**config.mk**
```make
export PLATFORM = sky130hd
export DESIGN_NAME = voice_volume_gain_chain_unit_flat
export DESIGN_NICKNAME = d
export VERILOG_FILES = /design/src/design/vvg_pkg.sv /design/src/design/vvg_if.sv /design/src/design/vvg_cfg_regs.sv /design/src/design/vvg_voice_store.sv /design/src/design/voice_volume_gain_chain_unit.sv /design/src/flat_wrapper.sv
export SDC_FILE = /design/constraint.sdc
export NUM_CORES = 2
export LEC_CHECK = 0
export BUFFER_PORTS_ARGS = -buffer_cell sky130_fd_sc_hd__buf_2
export CAP_MARGIN = 20
export CELL_PAD_IN_SITES_DETAIL_PLACEMENT = 0
export CELL_PAD_IN_SITES_GLOBAL_PLACEMENT = 2
export CORE_MARGIN = 2
export CORE_UTILIZATION = 44
export CTS_BUF_LIST = sky130_fd_sc_hd__clkbuf_4 sky130_fd_sc_hd__clkbuf_8 sky130_fd_sc_hd__clkbuf_16
export DETAILED_ROUTE_END_ITERATION = 10
export GPL_ROUTABILITY_DRIVEN = 0
export PLACE_DENSITY_LB_ADDON = 0.3
export SETUP_SLACK_MARGIN = 0.5
export SLEW_MARGIN = 20
export SYNTH_ARGS = -nofsm -noshare
export SYNTH_HDL_FRONTEND = slang
export SYNTH_SLANG_ARGS = --single-unit
```
**constraint.sdc**
```tcl
create_clock -name clk -period 12.18 [get_ports clk]
set_input_delay 3.045 -clock clk [delete_from_list [all_inputs] [get_ports clk]]
set_output_delay 3.045 -clock clk [all_outputs]
set_load 0.02 [all_outputs]
```
**src/design/vvg_pkg.sv**
```systemverilog
// Package for the voice volume gain chain: payload and config structs,
// sequencer state and gain-step enums, register map and arithmetic constants.
// No dependencies.
package vvg_pkg;

    // One volume update for one synthesizer voice
    typedef struct packed {
        logic [3:0]         voice;
        logic [7:0]         note_vel;
        logic signed [15:0] marker_level;
        logic signed [15:0] nested_marker_level;
        logic [15:0]        channel_volume;
        logic [15:0]        envelope_level;
        logic [15:0]        sound_gain;
        logic [14:0]        sequence_number;
        logic [15:0]        ramp_ticks;
    } vvg_upd_t;

    // One volume and ramp command
    typedef struct packed {
        logic [3:0]  out_voice;
        logic [14:0] out_volume;
        logic [28:0] ramp_time;
    } vvg_cmd_t;

    // Configuration register contents
    typedef struct packed {
        logic [7:0]  master_gain;
        logic [7:0]  music_gain_a;
        logic [7:0]  music_gain_b;
        logic [7:0]  global_gain_c;
        logic [8:0]  user_music_volume;
        logic [63:0] match_ids;
        logic [31:0] match_gains;
    } vvg_cfg_t;

    // Last values sent to one voice
    typedef struct packed {
        logic [14:0] volume;
        logic [15:0] ticks;
    } vvg_last_t;

    // Register map, one 64-bit slot per register
    typedef enum logic [2:0] {
        REG_MASTER_GAIN       = 3'd0,
        REG_MUSIC_GAIN_A      = 3'd1,
        REG_MUSIC_GAIN_B      = 3'd2,
        REG_GLOBAL_GAIN_C     = 3'd3,
        REG_USER_MUSIC_VOLUME = 3'd4,
        REG_MATCH_IDS         = 3'd5,
        REG_MATCH_GAINS       = 3'd6
    } vvg_reg_t;

    localparam int unsigned APB_ADDR_W = 6;
    localparam int unsigned APB_DATA_W = 64;

    // Sequencer states
    typedef enum logic [2:0] {
        ST_IDLE,
        ST_LEVEL,
        ST_BASE,
        ST_GAIN,
        ST_CHECK,
        ST_RAMP,
        ST_DONE
    } vvg_state_t;

    // Gain steps applied in order by the shared multiplier
    typedef enum logic [2:0] {
        GS_ENV    = 3'd0,
        GS_SOUND  = 3'd1,
        GS_MASTER = 3'd2,
        GS_MUSA   = 3'd3,
        GS_MUSB   = 3'd4,
        GS_USER   = 3'd5,
        GS_GLOBAL = 3'd6,
        GS_MATCH  = 3'd7
    } vvg_gstep_t;

    localparam int unsigned MATCH_USED = 4;

    localparam logic signed [33:0] LEVEL_LIMIT  = 34'sh0080_0000;
    localparam logic [14:0]        BASE_MAX     = 15'h7FFF;
    localparam logic [14:0]        VOL_MAX      = 15'h7FFF;
    localparam logic [16:0]        TICK_TIME    = 17'd5000;
    localparam logic [8:0]         UMV_RESET    = 9'h100;
    localparam logic [63:0]        IDS_RESET    = 64'hFFFF_FFFF_FFFF_FFFF;

endpackage

```
**src/design/vvg_if.sv**
```systemverilog
// Stream interfaces for the volume update input and the command output.
// Depends on vvg_pkg for the payload structs.
interface vvg_upd_if;
    logic              valid;
    logic              ready;
    vvg_pkg::vvg_upd_t payload;

    modport source (output valid, output payload, input ready);
    modport sink   (input valid, input payload, output ready);
endinterface

interface vvg_cmd_if;
    logic              valid;
    logic              ready;
    vvg_pkg::vvg_cmd_t payload;

    modport source (output valid, output payload, input ready);
    modport sink   (input valid, input payload, output ready);
endinterface

```
**src/design/vvg_cfg_regs.sv**
```systemverilog
// APB-style configuration registers of the gain chain.
// Depends on vvg_pkg for the register map and the config struct.
module vvg_cfg_regs (
    input  logic                               clk,
    input  logic                               rst_n,
    input  logic                               psel,
    input  logic                               penable,
    input  logic                               pwrite,
    input  logic [vvg_pkg::APB_ADDR_W-1:0]     paddr,
    input  logic [vvg_pkg::APB_DATA_W-1:0]     pwdata,
    output logic [vvg_pkg::APB_DATA_W-1:0]     prdata,
    output logic                               pready,
    output vvg_pkg::vvg_cfg_t                  cfg
);

    vvg_pkg::vvg_cfg_t cfg_reg;
    vvg_pkg::vvg_reg_t reg_sel;
    logic              wr_en;

    assign reg_sel = vvg_pkg::vvg_reg_t'(paddr[5:3]);
    assign wr_en   = psel && penable && pwrite;
    assign pready  = 1'b1;
    assign cfg     = cfg_reg;

    // Write the selected register on the access beat
    always_ff @(posedge clk or negedge rst_n)
    begin
        if (!rst_n)
        begin
            cfg_reg.master_gain       <= '0;
            cfg_reg.music_gain_a      <= '0;
            cfg_reg.music_gain_b      <= '0;
            cfg_reg.global_gain_c     <= '0;
            cfg_reg.user_music_volume <= vvg_pkg::UMV_RESET;
            cfg_reg.match_ids         <= vvg_pkg::IDS_RESET;
            cfg_reg.match_gains       <= '0;
        end
        else if (wr_en)
        begin
            unique case (reg_sel)
                vvg_pkg::REG_MASTER_GAIN:       cfg_reg.master_gain <= pwdata[7:0];
                vvg_pkg::REG_MUSIC_GAIN_A:      cfg_reg.music_gain_a <= pwdata[7:0];
                vvg_pkg::REG_MUSIC_GAIN_B:      cfg_reg.music_gain_b <= pwdata[7:0];
                vvg_pkg::REG_GLOBAL_GAIN_C:     cfg_reg.global_gain_c <= pwdata[7:0];
                vvg_pkg::REG_USER_MUSIC_VOLUME: cfg_reg.user_music_volume <= pwdata[8:0];
                vvg_pkg::REG_MATCH_IDS:         cfg_reg.match_ids <= pwdata;
                vvg_pkg::REG_MATCH_GAINS:       cfg_reg.match_gains <= pwdata[31:0];
                default:                        ;
            endcase
        end
    end

    // Return the selected register on reads
    always_comb
    begin
        prdata = '0;
        unique case (reg_sel)
            vvg_pkg::REG_MASTER_GAIN:       prdata = 64'(cfg_reg.master_gain);
            vvg_pkg::REG_MUSIC_GAIN_A:      prdata = 64'(cfg_reg.music_gain_a);
            vvg_pkg::REG_MUSIC_GAIN_B:      prdata = 64'(cfg_reg.music_gain_b);
            vvg_pkg::REG_GLOBAL_GAIN_C:     prdata = 64'(cfg_reg.global_gain_c);
            vvg_pkg::REG_USER_MUSIC_VOLUME: prdata = 64'(cfg_reg.user_music_volume);
            vvg_pkg::REG_MATCH_IDS:         prdata = cfg_reg.match_ids;
            vvg_pkg::REG_MATCH_GAINS:       prdata = 64'(cfg_reg.match_gains);
            default:                        prdata = '0;
        endcase
    end

endmodule

```
**src/design/vvg_voice_store.sv**
```systemverilog
// Per-voice memory of the last volume and ramp ticks sent.
// Valid bits clear at reset; an entry never written reads as zero.
// Depends on vvg_pkg for the entry struct.
module vvg_voice_store #(
    parameter int unsigned VOICE_COUNT = 16,
    parameter int unsigned IDX_W       = 4
) (
    input  logic               clk,
    input  logic               rst_n,
    input  logic [IDX_W-1:0]   rd_idx,
    output vvg_pkg::vvg_last_t rd_data,
    input  logic               wr_en,
    input  logic [IDX_W-1:0]   wr_idx,
    input  vvg_pkg::vvg_last_t wr_data
);

    vvg_pkg::vvg_last_t     mem [VOICE_COUNT];
    logic [VOICE_COUNT-1:0] valid_reg;
    vvg_pkg::vvg_last_t     rd_data_reg;
    logic                   rd_valid_reg;

    // Write port and registered read port
    always_ff @(posedge clk)
    begin
        if (wr_en)
        begin
            mem[wr_idx] <= wr_data;
        end
        rd_data_reg <= mem[rd_idx];
    end

    // Track written entries
    always_ff @(posedge clk or negedge rst_n)
    begin
        if (!rst_n)
        begin
            valid_reg    <= '0;
            rd_valid_reg <= 1'b0;
        end
        else
        begin
            if (wr_en)
            begin
                valid_reg[wr_idx] <= 1'b1;
            end
            rd_valid_reg <= valid_reg[rd_idx];
        end
    end

    assign rd_data = rd_valid_reg ? rd_data_reg : '0;

endmodule

```
**src/design/voice_volume_gain_chain_unit.sv**
```systemverilog
// Top level of the voice volume gain chain: sequencer, shared multiplier,
// output register. Depends on vvg_pkg, vvg_if, vvg_cfg_regs, vvg_voice_store.
//
//   port   kind     dir  beat contents
//   -----  -------  ---  -------------------------------------------
//   upd    stream   in   vvg_upd_t: one volume update for one voice
//   cmd    stream   out  vvg_cmd_t: volume and ramp command
//   p*     APB      in   7 config registers at 8*i, 64-bit data
//
// After its beat an update holds the sequencer, which takes no new beat until
// it is back in idle; the update passes through one level multiply, a clamp,
// eight gain steps, the check and, for a command, the ramp multiply and the
// hand-off; all products use one 33x17 multiplier.
// rst_n clears the sequencer and the voice valid bits and resets the config registers.
// A finished command waits in the output register; a stalled cmd holds the
// sequencer in its last state only once the register is still full.
module voice_volume_gain_chain_unit #(
    parameter int unsigned VOICE_COUNT = 16
) (
    input  logic                           clk,
    input  logic                           rst_n,
    vvg_upd_if.sink                        upd,
    vvg_cmd_if.source                      cmd,
    input  logic                           psel,
    input  logic                           penable,
    input  logic                           pwrite,
    input  logic [vvg_pkg::APB_ADDR_W-1:0] paddr,
    input  logic [vvg_pkg::APB_DATA_W-1:0] pwdata,
    output logic [vvg_pkg::APB_DATA_W-1:0] prdata,
    output logic                           pready
);

    localparam int unsigned VIDX_W = (VOICE_COUNT > 1) ? $clog2(VOICE_COUNT) : 1;

    vvg_pkg::vvg_cfg_t   cfg;
    vvg_pkg::vvg_state_t state_reg, state_next;
    vvg_pkg::vvg_gstep_t step_reg, step_next;
    vvg_pkg::vvg_upd_t   item_reg;
    vvg_pkg::vvg_last_t  last_data;
    vvg_pkg::vvg_last_t  new_last;
    vvg_pkg::vvg_cmd_t   cmd_reg;

    logic signed [33:0] level_reg, level_next;
    logic [31:0]        vol_reg, vol_next;
    logic [28:0]        ramp_reg, ramp_next;
    logic               cmd_valid_reg;

    logic               accept;
    logic               in_range;
    logic [6:0]         voice_ext;
    logic [VIDX_W-1:0]  voice_idx;
    logic signed [17:0] sum;
    logic signed [32:0] mul_a;
    logic signed [16:0] mul_b;
    logic signed [49:0] mul_p;
    logic [14:0]        base;
    logic [14:0]        vol_sat;
    logic               changed;
    logic               is_music;
    logic               match_hit;
    logic [7:0]         match_gain;
    logic [15:0]        gain;
    logic               gain_en;
    logic               st_wr;
    logic               load_out;
    logic               out_free;

    vvg_cfg_regs u_cfg (
        .clk     (clk),
        .rst_n   (rst_n),
        .psel    (psel),
        .penable (penable),
        .pwrite  (pwrite),
        .paddr   (paddr),
        .pwdata  (pwdata),
        .prdata  (prdata),
        .pready  (pready),
        .cfg     (cfg)
    );

    assign voice_ext = 7'(item_reg.voice);
    assign voice_idx = voice_ext[VIDX_W-1:0];
    assign new_last  = '{volume: vol_sat, ticks: item_reg.ramp_ticks};

    vvg_voice_store #(
        .VOICE_COUNT (VOICE_COUNT),
        .IDX_W       (VIDX_W)
    ) u_store (
        .clk     (clk),
        .rst_n   (rst_n),
        .rd_idx  (voice_idx),
        .rd_data (last_data),
        .wr_en   (st_wr),
        .wr_idx  (voice_idx),
        .wr_data (new_last)
    );

    // Handshake
    assign upd.ready = (state_reg == vvg_pkg::ST_IDLE);
    assign accept    = upd.valid && upd.ready;
    assign in_range  = (7'(upd.payload.voice) < 7'(VOICE_COUNT));
    assign out_free  = !cmd_valid_reg || cmd.ready;
    assign cmd.valid   = cmd_valid_reg;
    assign cmd.payload = cmd_reg;

    // Shared multiplier
    assign mul_p = mul_a * mul_b;

    // Intended level before the channel volume
    assign sum = $signed({10'd0, item_reg.note_vel})
               + 18'($signed(item_reg.marker_level))
               + 18'($signed(item_reg.nested_marker_level));

    // Clamp level into the 15-bit base
    always_comb
    begin
        priority if (level_reg >= vvg_pkg::LEVEL_LIMIT)
            base = vvg_pkg::BASE_MAX;
        else if (level_reg < 0)
            base = '0;
        else
            base = level_reg[22:8];
    end

    // Music sequences and first matching id
    assign is_music = (item_reg.sequence_number[14:8] == '0);

    always_comb
    begin
        match_hit  = 1'b0;
        match_gain = '0;
        for (int i = vvg_pkg::MATCH_USED - 1; i >= 0; i--)
        begin
            if ({1'b0, item_reg.sequence_number} == cfg.match_ids[16*i +: 16])
            begin
                match_hit  = 1'b1;
                match_gain = cfg.match_gains[8*i +: 8];
            end
        end
    end

    // Gain and bypass for the current step
    always_comb
    begin
        gain    = '0;
        gain_en = 1'b0;
        unique case (step_reg)
            vvg_pkg::GS_ENV:
            begin
                gain    = item_reg.envelope_level;
                gain_en = 1'b1;
            end
            vvg_pkg::GS_SOUND:
            begin
                gain    = item_reg.sound_gain;
                gain_en = (item_reg.sound_gain != '0);
            end
            vvg_pkg::GS_MASTER:
            begin
                gain    = 16'(cfg.master_gain);
                gain_en = (cfg.master_gain != '0);
            end
            vvg_pkg::GS_MUSA:
            begin
                gain    = 16'(cfg.music_gain_a);
                gain_en = is_music && (cfg.music_gain_a != '0);
            end
            vvg_pkg::GS_MUSB:
            begin
                gain    = 16'(cfg.music_gain_b);
                gain_en = is_music && (cfg.music_gain_b != '0);
            end
            vvg_pkg::GS_USER:
            begin
                gain    = 16'(cfg.user_music_volume);
                gain_en = is_music;
            end
            vvg_pkg::GS_GLOBAL:
            begin
                gain    = 16'(cfg.global_gain_c);
                gain_en = (cfg.global_gain_c != '0);
            end
            vvg_pkg::GS_MATCH:
            begin
                gain    = 16'(match_gain);
                gain_en = match_hit;
            end
            default:
            begin
                gain    = '0;
                gain_en = 1'b0;
            end
        endcase
    end

    // Saturate and compare with the voice's last command
    assign vol_sat = (vol_reg > 32'(vvg_pkg::VOL_MAX)) ? vvg_pkg::VOL_MAX : vol_reg[14:0];
    assign changed = (vol_sat != last_data.volume) || (item_reg.ramp_ticks != last_data.ticks);

    // Next state
    always_comb
    begin
        state_next = state_reg;
        unique case (state_reg)
            vvg_pkg::ST_IDLE:
                if (accept && in_range)
                    state_next = vvg_pkg::ST_LEVEL;
            vvg_pkg::ST_LEVEL:
                state_next = vvg_pkg::ST_BASE;
            vvg_pkg::ST_BASE:
                state_next = vvg_pkg::ST_GAIN;
            vvg_pkg::ST_GAIN:
                if (step_reg == vvg_pkg::GS_MATCH)
                    state_next = vvg_pkg::ST_CHECK;
            vvg_pkg::ST_CHECK:
                state_next = changed ? vvg_pkg::ST_RAMP : vvg_pkg::ST_IDLE;
            vvg_pkg::ST_RAMP:
                state_next = vvg_pkg::ST_DONE;
            vvg_pkg::ST_DONE:
                if (out_free)
                    state_next = vvg_pkg::ST_IDLE;
            default:
                state_next = vvg_pkg::ST_IDLE;
        endcase
    end

    // Datapath steering per state
    always_comb
    begin
        level_next = level_reg;
        vol_next   = vol_reg;
        step_next  = step_reg;
        ramp_next  = ramp_reg;
        mul_a      = '0;
        mul_b      = '0;
        st_wr      = 1'b0;
        load_out   = 1'b0;
        unique case (state_reg)
            vvg_pkg::ST_IDLE:
            begin
            end
            vvg_pkg::ST_LEVEL:
            begin
                mul_a      = 33'(sum);
                mul_b      = $signed({1'b0, item_reg.channel_volume});
                level_next = mul_p[33:0];
            end
            vvg_pkg::ST_BASE:
            begin
                vol_next  = 32'(base);
                step_next = vvg_pkg::GS_ENV;
            end
            vvg_pkg::ST_GAIN:
            begin
                mul_a = $signed({1'b0, vol_reg});
                mul_b = $signed({1'b0, gain});
                if (gain_en)
                    vol_next = mul_p[39:8];
                if (step_reg != vvg_pkg::GS_MATCH)
                    step_next = vvg_pkg::vvg_gstep_t'(step_reg + 3'd1);
            end
            vvg_pkg::ST_CHECK:
            begin
                st_wr    = changed;
                vol_next = 32'(vol_sat);
            end
            vvg_pkg::ST_RAMP:
            begin
                mul_a     = $signed({17'd0, item_reg.ramp_ticks});
                mul_b     = $signed(vvg_pkg::TICK_TIME);
                ramp_next = mul_p[28:0];
            end
            vvg_pkg::ST_DONE:
            begin
                load_out = out_free;
            end
            default:
            begin
            end
        endcase
    end

    // Sequencer and output valid
    always_ff @(posedge clk or negedge rst_n)
    begin
        if (!rst_n)
        begin
            state_reg     <= vvg_pkg::ST_IDLE;
            step_reg      <= vvg_pkg::GS_ENV;
            cmd_valid_reg <= 1'b0;
        end
        else
        begin
            state_reg <= state_next;
            step_reg  <= step_next;
            if (load_out)
                cmd_valid_reg <= 1'b1;
            else if (cmd.ready)
                cmd_valid_reg <= 1'b0;
        end
    end

    // Payload registers
    always_ff @(posedge clk)
    begin
        if (accept)
            item_reg <= upd.payload;
        level_reg <= level_next;
        vol_reg   <= vol_next;
        ramp_reg  <= ramp_next;
        if (load_out)
        begin
            cmd_reg.out_voice  <= item_reg.voice;
            cmd_reg.out_volume <= vol_reg[14:0];
            cmd_reg.ramp_time  <= ramp_reg;
        end
    end

endmodule
```
**src/flat_wrapper.sv**
```systemverilog
// flat-port wrapper written by rule: the top's interface ports become plain ports
module voice_volume_gain_chain_unit_flat 
#(
    parameter int unsigned VOICE_COUNT = 16
)
  (clk, rst_n, psel, penable, pwrite, paddr, pwdata, prdata, pready, upd_valid, upd_payload, upd_ready, cmd_valid, cmd_payload, cmd_ready);
  vvg_upd_if upd_i ();
  vvg_cmd_if cmd_i ();
  input  logic clk;
  input  logic rst_n;
  input  logic psel;
  input  logic penable;
  input  logic pwrite;
  input  logic [vvg_pkg::APB_ADDR_W-1:0] paddr;
  input  logic [vvg_pkg::APB_DATA_W-1:0] pwdata;
  output logic [vvg_pkg::APB_DATA_W-1:0] prdata;
  output logic pready;
  input wire logic [$bits(upd_i.valid)-1:0] upd_valid;
  input wire logic [$bits(upd_i.payload)-1:0] upd_payload;
  output wire logic [$bits(upd_i.ready)-1:0] upd_ready;
  output wire logic [$bits(cmd_i.valid)-1:0] cmd_valid;
  output wire logic [$bits(cmd_i.payload)-1:0] cmd_payload;
  input wire logic [$bits(cmd_i.ready)-1:0] cmd_ready;
  assign upd_i.valid = upd_valid;
  assign upd_i.payload = upd_payload;
  assign upd_ready = upd_i.ready;
  assign cmd_valid = cmd_i.valid;
  assign cmd_payload = cmd_i.payload;
  assign cmd_i.ready = cmd_ready;
  voice_volume_gain_chain_unit #(.VOICE_COUNT(VOICE_COUNT)) u_core (.clk(clk), .rst_n(rst_n), .upd(upd_i), .cmd(cmd_i), .psel(psel), .penable(penable), .pwrite(pwrite), .paddr(paddr), .pwdata(pwdata), .prdata(prdata), .pready(pready));
endmodule
```
==> run_results.csv <==
group,metric,value,unit
clock_tree,cts-root-buf,"clkbuf_16",
final_layout,area_growth,13.4,%
routing,drc,0,
timing,max_freq,92.0,MHz
die,initial_utilization,44.4,%
die,core,122000,µm²
synth,synth_top_cell_by_area,"edfxtp_1",
routing,avgViaCountPerCell,5.52,
grt,grt_pass1_wl,235,mm
die,die_x,355,µm
clock_tree,cts_resized,0,
synth,yosys.area.top_type_share,41.8,%
grt,antenna_found_initial,15,
flow_run,cap_violations,0,
die,io_pins,315,
critical_path,path_max_fanout,24,
final_layout,fill_cells,10798,
critical_path,required,12.76,ns
synth,synth_edf_count,754,
synth,yosysWarnings,0,
synth,synth_ff_type,"edfxtp_1",
synth,ys_ff_latch,946,
die,die_area,126000,µm²
timing,finalSetupTns,0,ns
clock_tree,cts_buffers,98,
final_layout,drive_above_1_share,22.7,%
grt,grt_pass1_vias,35111,
synth,ys_types,75,
die,rows,128,
critical_path,timing.critical_path.arrival,11.45,ns
grt,grt.overflow.total,0,
timing,grt_setup_unrepaired,"false",
place,numPortBuffers,310,
synth,synth_commonest_cells,"edfxtp_1, inv_1, fa_1, nand2_1, nor2_1",
run_status,status,"finished, final reports clean",
critical_path,worstSetupStartpointType,"flip-flop",
synth,synth_area,54100,µm²
final_layout,largest_reg_flops,496,
timing,skew,0.0474,ns
timing,slew_viol_final,0,
routing,post_drt_wl_per_cell,25.9,µm
critical_path,crit_top_cell,"fa_1",
synth,synth_most_common_cell,"edfxtp_1",
final_layout,fin_nets,5181,
clock_tree,clock_sinks,946,
synth,synthCells,4114,
synth,ys_seq_area_share,50.6,%
synth,synth_nets,4864,
timing,relSlewSlack,25.6,%
routing,first_pass_iters,6,
clock_tree,post_cts_buffers,0,
timing,hold_viol,0,
timing,post-route-min-period,10.87,ns
critical_path,cp_top_family,"adder cells",
clock_tree,h-tree-depth,3,
clock_tree,path_clk_slew,0.06,ns
die,die_y,355,µm
place,hpwlAfterDp,114,mm
critical_path,critPathSlowestCell,"dfrtp_1",
critical_path,crit_buf_inv,5,
clock_tree,hold_buffers,0,
routing,vias,33923,
critical_path,r2r_start,"u_core.step_reg[2]$_DFFE_PN0P_",
critical_path,max_stage_delay,0.94,ns
critical_path,cp-end-kind,"flip-flop",
clock_tree,clock_insertion_delay_worst_skew,0.72,ns
routing,drt_iter0_drc,3065,
timing,final.period_utilization,89.2,%
critical_path,crit_start,"u_core.step_reg[2]$_DFFE_PN0P_",
synth,postSynthAreaPerCell,13.2,µm²
critical_path,worstSetupPathType,"reg -> reg",
clock_tree,clockBufferDepth,3,
final_layout,final_util,50.3,%
worst_hold_path,hp-class,"reg -> reg",
worst_hold_path,hp-start,"u_core.ramp_reg[27]$_DFFE_PN_",
routing,ant_nets,0,
timing,setup_viol,0,
grt,grt_use_total,25.7,%
routing,totalWireLength,159,mm
clock_tree,cts_tree,"built",
timing,tightest_slew,1.12,ns
synth,synth_async_sr_flop_share,17.0,%
synth,synth.area.top_cells,"edfxtp_1, fa_1, mux4_2",
grt,grt_max_degree,130,
[per-stage QoR]
step | instances | hold slack (ns) | cell area, µm² | worst slack [ns]
finish | 6151 | 0.415 | 61400 | 1.31
global route | 6149 | 0.422 | 61400 | 0.712
detailed placement | 5956 | 0.405 | 57900 | 1.43
global placement | 5955 | 0.404 | 57900 | 1.41
floorplan | 4114 | 0.400 | 54100 | 2.68
CTS | 6140 | 0.420 | 61300 | 1.38
[worst paths after layout]
path	endpoint	slack (ns)	depth (start not counted)
worst min register to register	u_core.cmd.payload[27]$_DFFE_PP_	0.42	0
min in group asynchronous	u_core.u_store.valid_reg[4]$_DFFE_PN0P_	2.27	1
worst max-delay path	u_core.vol_reg[30]$_DFFE_PP_	1.31	32
worst max register to register	u_core.vol_reg[30]$_DFFE_PP_	1.31	32
max in group asynchronous	u_core.step_reg[2]$_DFFE_PN0P_	7.95	3
worst min-delay path	u_core.cmd.payload[27]$_DFFE_PP_	0.42	0
[layer usage]
| layer | up-vias | part of all wire, % | global-route usage [%] |
|---|---|---|---|
| met5 | - | 0.0044 | 0 |
| met4 | 2 | 3.3 | 8.62 |
| met3 | 229 | 5.9 | 3.95 |
| met2 | 1103 | 49 | 42.7 |
| met1 | 17785 | 42 | 34.6 |
| li1 | 14804 | - | - |
[worst register-to-register path: cells and delay by family (launching register included)]
kind	cells	cell delay [ns]
buffers and inverters	5	0.60
flip-flops	1	0.94
AND/OR/NAND/NOR	11	3.36
adder cells (fa/ha/maj)	8	3.92
AO/OA/AOI/OAI	8	1.94
[cell usage in the layout (no fill, tap or decap), drive strengths merged, types with 17 or more instances in the layout]
cell type	n
a22oi	20
dfxtp	31
clkinv	23
nand2b	24
inv	606
a31oi	18
a21o	28
o211ai	17
and2	35
o21ai	110
nor2b	17
buf	398
nand2	363
a22o	32
mux2i	17
xor2	54
xnor2	78
clkbuf	139
dfrtp	96
dfstp	65
or2	23
and3	41
fa	422
ha	128
nor2	330
mux2	151
a21oi	62
edfxtp	754
nor3	22
mux4	163
nand3	41
nor4	34
[layout make-up]
type	count	area (µm²)	area share [%]
well taps	1625	2030	3.31
diodes	11	27.5	0.0449
clock inverters	45	571	0.930
multi-input cells	2386	24000	39.1
flip-flops and latches	946	27400	44.6
clock buffers	139	2840	4.63
inverters	601	2260	3.68
repair buffers	398	2240	3.65
[logic make-up after synthesis]
family                   share of synthesized area (%)
XOR/XNOR                                          2.18
other                                          0.00693
flip-flops                                        50.6
AND/OR/NAND/NOR                                   8.14
adder cells (fa/ha/maj)                           18.6
AO/OA/AOI/OAI                                     4.85
multiplexers                                      10.2
buffers and inverters                             5.44
Power is not shown: default switching activity piles up to over one toggle a cycle in this logic, so the estimate is an artifact.
